===== src/rtl/vdft_pkg.sv =====
package vdft_pkg;

  localparam int FRAME_COUNT = 1024;
  localparam int FRAME_WORDS = 16;

  localparam int FA_W  = $clog2(FRAME_COUNT);
  localparam int CNT_W = FA_W + 1;
  localparam int WX_W  = (FRAME_WORDS > 1) ? $clog2(FRAME_WORDS) : 1;
  localparam int SA_W  = $clog2(FRAME_COUNT * FRAME_WORDS);
  localparam int VER_W = 32;
  localparam int WORD_W = 64;
  localparam int NUM_W = 10;

  typedef enum logic [1:0] {
    REQ_COMMIT  = 2'd0,
    REQ_TAKE    = 2'd1,
    REQ_CONFIRM = 2'd2,
    REQ_ROLL    = 2'd3
  } req_e;

  typedef enum logic [1:0] {
    ST_OK    = 2'd0,
    ST_RANGE = 2'd1,
    ST_NONE  = 2'd2
  } status_e;

  typedef struct packed {
    logic [1:0]        req_type;
    logic [15:0]       frame_id;
    logic [3:0]        word_index;
    logic [WORD_W-1:0] data_word;
    logic [VER_W-1:0]  version;
  } in_t;

  typedef struct packed {
    logic [1:0]        status;
    logic [NUM_W-1:0]  frame_number;
    logic [VER_W-1:0]  frame_ver;
    logic [WORD_W-1:0] frame_word;
    logic              last;
  } out_t;

  typedef struct packed {
    logic latch;
    logic clr;
    logic cmt_rd;
    logic cmt_wr;
    logic conf_wr;
    logic roll_rd;
    logic roll_end;
    logic scan_rd;
    logic take_hit;
    logic word_rd;
    logic word_out;
    logic resp;
  } cmd_t;

  typedef struct packed {
    logic [1:0] req;
    logic       cnt_last;
    logic       scan_done;
    logic       hit;
    logic       word_last;
    logic       out_free;
    logic       out_busy;
  } sts_t;

  function automatic logic [SA_W-1:0] store_addr(logic [FA_W-1:0] f, logic [3:0] w);
    return SA_W'(f) * SA_W'(FRAME_WORDS) + SA_W'(w);
  endfunction

endpackage


===== src/rtl/vdft_ctrl.sv =====
module vdft_ctrl (
  input  logic          clk,
  input  logic          rst_n,
  input  logic          in_valid,
  output logic          in_stall,
  input  vdft_pkg::sts_t sts,
  output vdft_pkg::cmd_t cmd
);

  typedef enum logic [10:0] {
    S_CLEAR    = 11'b00000000001,
    S_IDLE     = 11'b00000000010,
    S_CMT      = 11'b00000000100,
    S_CMT_WR   = 11'b00000001000,
    S_CONF     = 11'b00000010000,
    S_ROLL     = 11'b00000100000,
    S_ROLL_END = 11'b00001000000,
    S_SCAN_RD  = 11'b00010000000,
    S_SCAN_CMP = 11'b00100000000,
    S_WORD_RD  = 11'b01000000000,
    S_WORD_LD  = 11'b10000000000
  } state_t;

  state_t state_r, state_nxt;

  assign in_stall = (state_r != S_IDLE) || sts.out_busy;

  always_comb begin
    state_nxt = state_r;
    cmd = '0;
    unique case (state_r)
      S_CLEAR: begin
        cmd.clr = 1'b1;
        if (sts.cnt_last) state_nxt = S_IDLE;
      end
      S_IDLE: begin
        if (in_valid && !sts.out_busy) begin
          cmd.latch = 1'b1;
          unique case (sts.req)
            vdft_pkg::REQ_COMMIT:  state_nxt = S_CMT;
            vdft_pkg::REQ_TAKE:    state_nxt = S_SCAN_RD;
            vdft_pkg::REQ_CONFIRM: state_nxt = S_CONF;
            vdft_pkg::REQ_ROLL:    state_nxt = S_ROLL;
            default:               state_nxt = S_IDLE;
          endcase
        end
      end
      S_CMT: begin
        cmd.cmt_rd = 1'b1;
        state_nxt = S_CMT_WR;
      end
      S_CMT_WR: begin
        cmd.cmt_wr = 1'b1;
        cmd.resp = 1'b1;
        state_nxt = S_IDLE;
      end
      S_CONF: begin
        cmd.conf_wr = 1'b1;
        cmd.resp = 1'b1;
        state_nxt = S_IDLE;
      end
      S_ROLL: begin
        cmd.roll_rd = 1'b1;
        if (sts.cnt_last) state_nxt = S_ROLL_END;
      end
      S_ROLL_END: begin
        cmd.roll_end = 1'b1;
        cmd.resp = 1'b1;
        state_nxt = S_IDLE;
      end
      S_SCAN_RD: begin
        cmd.scan_rd = 1'b1;
        state_nxt = S_SCAN_CMP;
      end
      S_SCAN_CMP: begin
        priority if (sts.hit) begin
          cmd.take_hit = 1'b1;
          state_nxt = S_WORD_RD;
        end else if (sts.scan_done) begin
          cmd.resp = 1'b1;
          state_nxt = S_IDLE;
        end else begin
          state_nxt = S_SCAN_RD;
        end
      end
      S_WORD_RD: begin
        cmd.word_rd = 1'b1;
        state_nxt = S_WORD_LD;
      end
      S_WORD_LD: begin
        if (sts.out_free) begin
          cmd.word_out = 1'b1;
          state_nxt = sts.word_last ? S_IDLE : S_WORD_RD;
        end
      end
      default: state_nxt = S_CLEAR;
    endcase
  end

  always_ff @(posedge clk) begin
    if (!rst_n) state_r <= S_CLEAR;
    else        state_r <= state_nxt;
  end

endmodule


===== config.mk =====
export PLATFORM = sky130hd
export DESIGN_NAME = vdft_ctrl
export DESIGN_NICKNAME = d
export VERILOG_FILES = /design/src/rtl/vdft_pkg.sv /design/src/rtl/vdft_ctrl.sv
export SDC_FILE = /design/constraint.sdc
export NUM_CORES = 1
export LEC_CHECK = 0
export BUFFER_PORTS_ARGS = -buffer_cell sky130_fd_sc_hd__buf_2
export CAP_MARGIN = 20
export CORE_MARGIN = 5
export CORE_UTILIZATION = 51
export CTS_BUF_LIST = sky130_fd_sc_hd__clkbuf_16
export DETAILED_ROUTE_END_ITERATION = 16
export PLACE_DENSITY = 0.88
export SLEW_MARGIN = 20
export SYNTH_ARGS = -nofsm -noshare
export SYNTH_HDL_FRONTEND = slang
export SYNTH_SLANG_ARGS = --single-unit

===== constraint.sdc =====
create_clock -name clk -period 1.9 [get_ports clk]
set_input_delay 0.38 -clock clk [delete_from_list [all_inputs] [get_ports clk]]
set_output_delay 0.38 -clock clk [all_outputs]
set_load 0.02 [all_outputs]

==> results of run 1 <==
==> final cells by class <==
type	count	area, um2	area share, %
clock inverters	1	3.75	0.251
multi-input cells	86	718	48.1
clock buffers	3	75.1	5.03
flip-flops and latches	11	226	15.2
inverters	3	11.3	0.754
well taps	17	21.3	1.42
repair buffers	56	438	29.3
==> stage by stage <==
stage                     setup TNS, ns  worst slack, ns  area (um2)  cells  power [mW]
after global placement                0           0.0767        1110    155       0.652
after detailed placement              0           0.0340        1110    155       0.661
after floorplan                  -0.144          -0.0549         916    107       0.560
final                             -1.32           -0.255        1490    177        1.28
after CTS                        -0.516           -0.135        1380    171        1.14
after global routing              -2.06           -0.282        1490    177        1.32
==> placed cells by master, fill, tap and decap left out, types with 2 or more instances in the layout <==
master                      synthesis  final
sky130_fd_sc_hd__nor3_1             3      3
sky130_fd_sc_hd__and4b_1            3      2
sky130_fd_sc_hd__nand2_1            9      9
sky130_fd_sc_hd__nand3_1            4      2
sky130_fd_sc_hd__nand4_1            4      4
sky130_fd_sc_hd__a21o_1             2      2
sky130_fd_sc_hd__a31oi_1            3      3
sky130_fd_sc_hd__dfxtp_2            0      5
sky130_fd_sc_hd__nor2_4             1      3
sky130_fd_sc_hd__and3_1             3      3
sky130_fd_sc_hd__xnor2_1            3      3
sky130_fd_sc_hd__clkbuf_16          0      3
sky130_fd_sc_hd__nor3b_2            1      2
sky130_fd_sc_hd__nor4b_2            2      2
sky130_fd_sc_hd__buf_4              0     33
sky130_fd_sc_hd__inv_1              3      4
sky130_fd_sc_hd__nand3_2            0      2
sky130_fd_sc_hd__dfxtp_1           11      6
sky130_fd_sc_hd__buf_6              2     12
sky130_fd_sc_hd__nor4_4             2      2
sky130_fd_sc_hd__nor2_1            14     11
sky130_fd_sc_hd__xor2_1             2      2
sky130_fd_sc_hd__nor2b_1            2      2
sky130_fd_sc_hd__buf_2              4     11
==> final timing paths <==
path | depth (start not counted) | to | from | slack [ns]
worst min register to register | 2 | state_r[5]$_SDFFE_PN0P_ | state_r[5]$_SDFFE_PN0P_ | 0.62
worst max register to register | 6 | state_r[0]$_SDFFE_PN1P_ | state_r[3]$_SDFFE_PN0P_ | 0.02
worst max-delay path | 5 | cmd[2] | state_r[3]$_SDFFE_PN0P_ | -0.25
worst min-delay path | 2 | state_r[2]$_SDFFE_PN0P_ | sts[7] | 0.34
==> cell families (layout without fill, tap and decap cells) <==
family | count (synthesis) | in the layout | share of synthesized area [%]
xor gates and xnor gates | 5 | 5 | 4.90
AOI/OAI and AO/OA | 15 | 15 | 12.9
buffers and inverters | 10 | 63 | 6.57
and+or+nand+nor | 65 | 65 | 49.9
DFF | 11 | 11 | 24.6
muxes | 1 | 1 | 1.12
==> layer usage <==
layer  global-route usage (%)  wire (um)  vias to the layer above
li1                         -          -                      504
met1                     29.5       1480                      549
met2                     44.4       1770                       72
met3                     2.87        245                       24
met4                     12.7        228                        0
met5                        0          0                        -
==> repair_timing <==
item,4_1_cts,5_1_grt
gates resized for setup,28,20
buffers inserted,12,6
endpoints found under the setup margin,13,14
pin swaps,8,10
==> power breakdown <==
part           switching, mW  internal [mW]
clock network          0.111          0.277
registers             0.0140          0.250
logic                  0.311          0.319
==> run summary, run 1 <==
The flow ran to the end, but the final reports show violations. The final reports fail on setup timing. The leakage power of the design came out at 0.664 nW. The overall global routing resource usage is 25.1%. The largest registers in the layout are state_r x11.

The class of the tightest hold or removal check is in2reg. The total half-perimeter wirelength after legalization and detailed placement came out at 1890 um. The final net count came out at 172. The routed layout has roughly 1100 vias.

Traced cell by cell, the critical path runs through or4_4, nor2_4, nand2_4, nor3b_4, buf_6. The initial antenna violation count came out at 0. The worst ir drop on vdd is 0.850 mV.

After floorplanning, the core was sized to cover 1690 um2. In this run the tool buffered the top-level ports with 23 buffer cells. The number of clock sinks came out at 11. After layout, the worst path uses 113% of the clock period. The highest achievable clock rate came out at 464 MHz. When the netlist entered floorplanning its net count stood at 118. After clock tree synthesis, the clock-pin slew on the worst setup and hold paths is around 0.040 ns. TritonCTS built the clock tree. For the worst setup path, the data required time is 1.52 ns.

The total overflow left after global routing is 0. The flip-flop cell with the highest count after synthesis is sky130_fd_sc_hd__dfxtp_1. The DRC violation count after routing is 0. The most area-hungry cell type in the Yosys netlist is sky130_fd_sc_hd__dfxtp_1. The number of failing hold endpoints at the final stage is 0.

The top-area cell type share of the netlist area came out at 24.6%. The flip-flop and latch count after synthesis came out at 11. The count of inserted antenna diode cells came out at 0. The tool flagged a number of max-cap violations equal to 0.

The kind of launch point of the worst setup path is a flip-flop. The width of the die is 51.9 um. The area added between synthesis and finish is 67.0%.

The via count normalized by instance count is 6.49. The number of enable-type register cells in the synthesized netlist came out at 0. In the synthesized netlist, the cells that appear most often are sky130_fd_sc_hd__nor2_1 (14), sky130_fd_sc_hd__dfxtp_1 (11), sky130_fd_sc_hd__nand2_1 (9). The synthesized area per cell is 8.36 um2. The largest stage delay on the critical path came out at 0.57 ns. The worst slew margin relative to its limit is 71.7%.

The largest net degree at the start of global routing is 10. The number of buffers between clock root and the deepest sink is 2. Broken down by cell family, the worst path's largest delay share belongs to simple AND/OR/NAND/NOR gates.

For this run, the register share of the synthesized area comes to 24.6%. The worst-margin pin slew came out at 0.421 ns. The via count of the first global-routing pass came out at ~1100. The root buffer cell chosen for the clock tree is sky130_fd_sc_hd__clkbuf_16.

The final core utilization came out at between 80% and 90%. The Yosys step of the flow raised 0 warnings. The data arrival time of the critical path is around 1.8 ns. The synthesized netlist occupies a cell area of 895 um2. sky130_fd_sc_hd__nor2_1 is the most common cell in the netlist. Hold timing on the final database bottoms out at a slack of 0.341 ns. The cell row count is 15. The clock latency on the worst-skew pair came out at approximately 0.24 ns. The detailed-router iteration count before antenna repair is 4.

Counting distinct cell types in the post-synthesis netlist gives between 40 and 50. Buffers inserted to repair hold after CTS numbered 0. In this run the worst path has a maximum fanout of 3. Ranked by flip-flop count, first place goes to state_r.

The starting density of the core is between 50% and 60%. The die is 51.9 um tall. The setup violation total in the final timing report is 12. The number of DRC markers in iteration 0 came out at between 60 and 70.

The minimum clock period came out at around 2.2 ns. Counting both buffers and inverters, the worst setup path holds a total of 1. The final wirelength came out at 3710 um. The slowest stage of the critical path belongs to the cell sky130_fd_sc_hd__or4_4.

The first global-routing pass estimated 4910 um of wire. The die area is between 2000 and 3000 um2. Setup slack on the critical path of the routed design comes to -0.255 ns. The wire length per cell is between 20 and 25 um. STA classifies the critical path endpoint as a primary output.

The level count of the clock H-tree is 1. The max-slew violation count came to 0. The critical path is of the reg2out type. The power per standard cell area came out at 859 nW/um2. Counting flops with an async set or reset pin after synthesis yields a share of 0%.

The flip-flop count of the largest register after layout came out at 11. The clock skew after layout came out at 0.00346 ns. Setup repair after global routing could not meet its margin everywhere. Yosys attributes the largest share of cell area to sky130_fd_sc_hd__dfxtp_1 (25%), sky130_fd_sc_hd__nor2_1 (5.9%), sky130_fd_sc_hd__nor4_4 (4.8%), sky130_fd_sc_hd__nand2_1 (3.8%), sky130_fd_sc_hd__and4b_1 (3.4%). The number of clock buffers inserted by TritonCTS came out at 3. The synthesized instance count is around 110.

The final weighted congestion of routability-driven global placement came out at between 0.8 and 0.9. The number of ports placed on the die boundary came out at 24. The number of antenna-violating nets in the routed design came out at 0. The number of fillers in the final layout came out at 70.

The fraction of final layout cells with drive strength greater than 1 came out at 56.9%.
(Power assumes the default switching activity.)
==> run 2: changes to the inputs <==
--- a/config.mk
+++ b/config.mk
@@ -8,10 +8,11 @@
 export BUFFER_PORTS_ARGS = -buffer_cell sky130_fd_sc_hd__buf_2
 export CAP_MARGIN = 20
 export CORE_MARGIN = 5
-export CORE_UTILIZATION = 51
+export CORE_UTILIZATION = 40
 export CTS_BUF_LIST = sky130_fd_sc_hd__clkbuf_16
 export DETAILED_ROUTE_END_ITERATION = 16
-export PLACE_DENSITY = 0.88
+export PLACE_DENSITY = 0.73
+export SETUP_SLACK_MARGIN = 0.02
 export SLEW_MARGIN = 20
 export SYNTH_ARGS = -nofsm -noshare
 export SYNTH_HDL_FRONTEND = slang
==> run 2 against run 1 <==
Compared with the run above:
- core utilization down 17 points
- critical path type unchanged
- sequential power down 4%
- clock power rose by 4%
- flip-flop and latch count is the same
- routed wire length fell by 8.9%
- critical path depth unchanged
- sequential share of layout area down 0.38 points
- highest routed layer unchanged
- cell area increased by 3.7%
- global-route usage shrank 4.9 points
- combinational power decreased by 14%
- the run still ends with setup timing left
==> run summary, run 2 (synthesis results as in run 1) <==
The number of clock sinks came out at 11. The root cell of the clock tree is sky130_fd_sc_hd__clkbuf_16. The fraction of final layout cells with drive strength greater than 1 came out at 57.3%. The number of DRC markers in iteration 0 is 13. For this block, the routed nets add up to 3390 um of wire. The number of failing hold endpoints at the final stage came out at 0.

The kind of launch point of the worst setup path is a flip-flop. The total non-filler cell area in the finished layout came out at 1550 um2. The min-delay analysis places its worst path in the category in2reg. In this run the most critical hold path is launched from sts[7].

In the post-route analysis, the smallest setup slack over all paths is -0.150 ns. CTS built an H-tree with a depth of 1. The max-slew violation count came out at 0. The chip height came out at approximately 57 um.

In the final timing run, aggregate negative setup slack is -0.494 ns. The leakage power of the design is 0.689 nW. The number of clock buffers inserted by TritonCTS came out at 3. By startpoint and endpoint, the worst setup path is classified as reg2out. The via count of the first global-routing pass is 1103.

The via total after detailed routing came out at 1133. The count of maximum capacitance violations came out at 0. Once layout is complete, the utilization of the core stands at 71.4%. The number of cells in the finished layout apart from fillers is 192.

The width of the die is 57.3 um. The area added between synthesis and finish came out at 73.1%. The first global-routing pass estimated 5120 um of wire. Ranked by flip-flop count, first place goes to state_r. VDD sags by at most just over 0.7 mV.

The setup violation total in the final timing report came out at 9. For the pin with the worst max-slew slack, the measured transition is about 0.34 ns. The worst hold slack came out at between 0.3 and 0.4 ns.

Clock latency on the worst-skew pair, taken at its later pin, is 0.25 ns. Entering global routing, the biggest net connects 10 pins. The switching portion of total power came out at 33.8%. The worst slew margin relative to its limit is approximately three quarters.

For this run the aggregate overflow at the end of global routing stands at 0. The cts-stage hold buffer count is 0. The worst setup slack for register-to-register paths came out at 0.06 ns. The launch instance of the worst register-to-register path is state_r[2]$_SDFFE_PN0P_.

The final net count is 176. Combinational cells account for a little under half of the total power. The launch point of the critical path is state_r[0]$_SDFFE_PN1P_.

The flow ran to the end, but the final reports show violations. The wire length per cell is 17.6 um. At the worst endpoint, the required time is 1.52 ns. The data arrival time of the critical path is between 1.5 and 2 ns.

Cell internal power was estimated by the tool at 795 uW. The power per standard cell area came out at 775 nW/um2. The via count normalized by instance count came out at 5.90.

The minimum clock period came out at 2.05 ns. The clock passes through at most 2 buffers. The cell row count is 17. In this run the power spent charging and discharging nets is 405 uW. The checks that failed: setup timing. The overall power consumption came out at 1.20 mW. Between clock sinks in the finished design, the worst skew comes to 0.00206 ns.

The highest achievable clock rate is 488 MHz. The detailed-router iteration count before antenna repair came out at 4. 0 antenna diodes ended up in the layout. The total cell area at the placement stage came out at 1150 um2. TritonCTS built the clock tree. The starting density of the core is 41.2%. After layout, the worst path uses 108% of the clock period.

The worst setup path is captured at a primary output. Input and output buffers added on the ports amount to 23. The total half-perimeter wirelength after legalization and detailed placement came out at 2030 um.

The highest fanout seen on the critical path is 3. The die covers approximately 3300 um2. The final weighted congestion of routability-driven global placement is between 0.8 and 0.9.

Per report_power, the sequential group accounts for a little over a fifth of the total. In the final layout, the registers with the most flip-flops are state_r x11. After detailed routing, the number of remaining DRC violations is 0. In this run the standard cell core region covers 2170 um2. The cell total after placement is 170. The initial antenna violation count came to 0.

Setup repair after global routing could not meet its margin everywhere. The commonest non-fill, non-tap cell in the layout is sky130_fd_sc_hd__buf_4. Once detail routing completed, the nets flagged for antenna violations numbered 0. After clock tree synthesis, the clock-pin slew on the worst setup and hold paths is about 0.050 ns. In the layout the commonest cells are sky130_fd_sc_hd__buf_4 (35), sky130_fd_sc_hd__buf_6 (15), sky130_fd_sc_hd__nor2_1 (11). The flip-flop count of the largest register after layout is 11. The number of ports placed on the die boundary is 24. In this run, the clock network consumes 33.7% of the power. The post-placement setup slack came out at 0.0739 ns. The overall global routing resource usage is 20.2%.
-- run 2: routing by layer --
layer  wire length, um  GRT usage, %  vias to the layer above
met1              1290          21.9                      548
met5                 0             0                        -
li1                  -             -                      507
met2              1720          37.2                       54
met3               163          3.39                       24
met4               210          10.6                        0
-- run 2: layout make-up --
type | instances | area, um2
clock buffers | 3 | 75.1
clock inverters | 1 | 5.00
fillers | 152 | 621
inverters | 3 | 11.3
multi-input cells | 86 | 712
flip-flops and latches | 11 | 229
well taps | 28 | 35.0
repair buffers | 60 | 482
-- run 2: timing repair --
item	4_1_cts	5_1_grt
resized for setup	37	14
pin swaps	12	4
endpoints found under the setup margin	13	16
buffers inserted	11	7
-- run 2: worst paths after layout --
check | to | cells after the start
min reg2reg | state_r[1]$_SDFFE_PN0P_ | 3
min | state_r[2]$_SDFFE_PN0P_ | 2
max | cmd[2] | 5
max reg2reg | state_r[5]$_SDFFE_PN0P_ | 7
-- run 2: power by group through the flow --
stage | Sequential, mW | Combinational [mW] | Clock [mW]
2_1_floorplan | 0.269 | 0.292 | 0
3_3_place_gp | 0.259 | 0.401 | 0
3_5_place_dp | 0.260 | 0.410 | 0
4_1_cts | 0.255 | 0.478 | 0.401
5_1_grt | 0.255 | 0.580 | 0.416
6_report | 0.254 | 0.542 | 0.404
-- run 2: critical path, cell delays in order, from the launching register on --
cell,delay [ns]
sky130_fd_sc_hd__dfxtp_1,0.30
sky130_fd_sc_hd__or4_4,0.55
sky130_fd_sc_hd__nor2_4,0.12
sky130_fd_sc_hd__nand2_2,0.09
sky130_fd_sc_hd__nor3b_4,0.20
sky130_fd_sc_hd__buf_6,0.14
==> run 3: changes to the inputs <==
--- a/config.mk
+++ b/config.mk
@@ -11,7 +11,6 @@
 export CORE_UTILIZATION = 40
 export CTS_BUF_LIST = sky130_fd_sc_hd__clkbuf_16
 export DETAILED_ROUTE_END_ITERATION = 16
-export PLACE_DENSITY = 0.73
 export SETUP_SLACK_MARGIN = 0.02
 export SLEW_MARGIN = 20
 export SYNTH_ARGS = -nofsm -noshare
==> run 3 against run 2 <==
Compared with the run above:
- the run still ends with setup timing left
- cell area fell by 1.4%
- count of clock-buffer cells in the layout did not move
- via count fell by 3.7%
- register-to-register slack barely moved
- worst setup slack improved by 0.0041 ns
- core utilization fell by 0.98 points
- clock skew rose by 0.00074 ns
- non-clock buffer count fell by 4
- critical endpoint unchanged
- largest cell class unchanged
- highest routed layer unchanged
==> run summary, run 3 (synthesis results as in run 1) <==
The flow ran to the end, but the final reports show violations. The final reports fail on setup timing. The worst setup slack for register-to-register paths is 0.06 ns. The via count of the first global-routing pass came out at 1046.

The worst setup path is captured at a primary output. The chip height came out at 57.3 um. Row generation in the floorplan step produced 17 rows. The worst hold path terminates at state_r[2]$_SDFFE_PN0P_.

The flip-flop count of the largest register after layout is 11. Detailed placement finished with a half-perimeter wire length of 1910 um. The initial antenna violation count is 0.

The finished cells cover 1530 um2. TritonCTS built the clock tree. The max-slew violation count was 0. The fraction of final layout cells with drive strength greater than 1 came out at 56.9%. The number of cells in the finished layout apart from fillers came out at 188.

The leakage power of the design came out at 0.672 nW. The startpoint identified for the worst hold timing path is sts[7]. The first global-routing pass estimated 4910 um of wire. The smallest clock period supported by the final layout is computed as about 2.0 ns. The cell sitting at the root of the clock tree is a sky130_fd_sc_hd__clkbuf_16. Timing would allow up to slightly below 500 MHz.

The level count of the clock H-tree came out at 1. The clock skew after layout is 0.00280 ns. Entering global routing, the biggest net connects 10 pins.

The highest fanout seen on the critical path is 3. The worst hold path belongs to the class in2reg. The number of antenna-violating nets in the routed design is 0. The total cell area at the placement stage came out at 1120 um2. After clock tree synthesis, the clock-pin slew on the worst setup and hold paths is 0.04 ns.

The number of DRC markers in iteration 0 is 38. Clock latency on the worst-skew pair, taken at its later pin, is 0.24 ns. Max-cap violations in this run came to 0. The overall power consumption is 1.22 mW. The die area came out at 3280 um2. 0 antenna diodes ended up in the layout. The total negative slack for setup checks came out at -0.502 ns.

STA puts the critical path data required time at 1.52 ns. The number of clock sinks is 11. The number of ports placed on the die boundary is 24. The worst ir drop on vdd is 0.534 mV. The instance count along the most critical hold path came out at 2. The DRC violation count after routing is 0. In the routed layout, each cell is associated on average with a via count of 5.80. Global routing used 19.4% of the available tracks across all layers. The post-route fraction of the period consumed by the critical path is 108%. The area added between synthesis and finish is 70.8%. The final weighted congestion of routability-driven global placement came out at 0.903. The data arrival time of the critical path is 1.67 ns. The worst-case setup margin in the final layout is -0.146 ns. After detailed routing, the average wire length per cell comes to 16.2 um. The worst register-to-register path begins at state_r[0]$_SDFFE_PN1P_. Counting flops per register, the top entry is state_r. The floorplan step defined a core boundary enclosing about 2200 um2.

The number of I/O port buffers came out at 23. The worst register-to-register path has a depth of 8. The number of buffers between clock root and the deepest sink is 2. Leaving out fill and tap cells, the most frequent cells in the layout are sky130_fd_sc_hd__buf_4 (31), sky130_fd_sc_hd__buf_6 (15), sky130_fd_sc_hd__nor2_1 (11). In this run, CTS created clock tree buffers numbering 3. The worst setup path is launched from a flip-flop. For the pin with the worst max-slew slack, the measured transition is 0.334 ns. The worst slew margin relative to its limit came out at 77.6%. Setup violations remaining at the end of the flow were counted as 8. The final net count is between 150 and 200.

The cts-stage hold buffer count came out at 0. The final wirelength came out at 3050 um. The detailed router placed between 1000 and 1500 vias in this run. Setup repair after global routing could not meet its margin everywhere.

The path type of the worst setup path is reg2out. The number of failing hold endpoints at the final stage was 0. In the final layout, the registers with the most flip-flops are state_r x11.

The cell total after placement is 166. In this run the power density over the cells is 801 nW/um2. The detailed-router iteration count before antenna repair is 4. The total overflow reported by the global router came out at 0. The width of the die is 57.3 um. The endpoint identified for the worst register-to-register timing path is state_r[5]$_SDFFE_PN0P_. The library cell used most frequently in the layout, excluding fill and tap cells, is sky130_fd_sc_hd__buf_4. The starting density of the core came out at about two fifths.
[run 3: layout make-up]
type,instances,area [um2]
fill,165,642
clock buffer,3,75.1
timing repair buffer,56,452
clock inverter,1,3.75
multi-input combinational,86,721
tap,28,35.0
sequential,11,230
inverter,3,11.3
[run 3: worst max-delay path by stage]
stage                     cells after the start                     from  slack (ns)     end
final                                         5  state_r[0]$_SDFFE_PN1P_       -0.15  cmd[2]
after global routing                          5  state_r[0]$_SDFFE_PN1P_       -0.22  cmd[2]
after CTS                                     5  state_r[0]$_SDFFE_PN1P_       -0.13  cmd[2]
after detailed placement                      5  state_r[0]$_SDFFE_PN1P_        0.06  cmd[2]
after global placement                        5  state_r[0]$_SDFFE_PN1P_        0.09  cmd[2]
after floorplan                               4  state_r[0]$_SDFFE_PN1P_       -0.05  cmd[4]
[run 3: metrics by stage]
stage	hold slack (ns)	utilization (%)	setup WS, ns
after floorplan	0.452	-	-0.0549
after global placement	0.589	51.8	0.0878
after detailed placement	0.593	51.8	0.0627
after CTS	0.344	64.4	-0.131
after global routing	0.372	70.4	-0.223
final	0.350	70.4	-0.146
[run 3: worst max-delay path, cell delays in order (launching register included)]
cell and delay, ns:
sky130_fd_sc_hd__dfxtp_2 0.31, sky130_fd_sc_hd__or4_4 0.55, sky130_fd_sc_hd__nor2_4 0.12, sky130_fd_sc_hd__nand2_2 0.10, sky130_fd_sc_hd__nor3b_4 0.21, sky130_fd_sc_hd__buf_6 0.14
[run 3: what timing repair did]
item | 4_1_cts | 5_1_grt
resized for setup | 30 | 24
buffers inserted | 12 | 6
endpoints found under the setup margin | 13 | 13
pin swaps | 10 | 7
[run 3: metal layers]
| layer | track usage [%] | share of wire (%) | up-vias |
|---|---|---|---|
| met2 | 31.0 | 50 | 64 |
| li1 | - | - | 503 |
| met5 | 0 | 0 | - |
| met4 | 9.27 | 2.8 | 0 |
| met1 | 24.4 | 40 | 513 |
| met3 | 4.75 | 7.9 | 11 |
[run 3: power breakdown]
| part | switching, mW | internal (mW) | total [mW] |
|---|---|---|---|
| clock | 0.107 | 0.276 | 0.383 |
| sequential | 0.00914 | 0.247 | 0.256 |
| combinational | 0.283 | 0.301 | 0.584 |
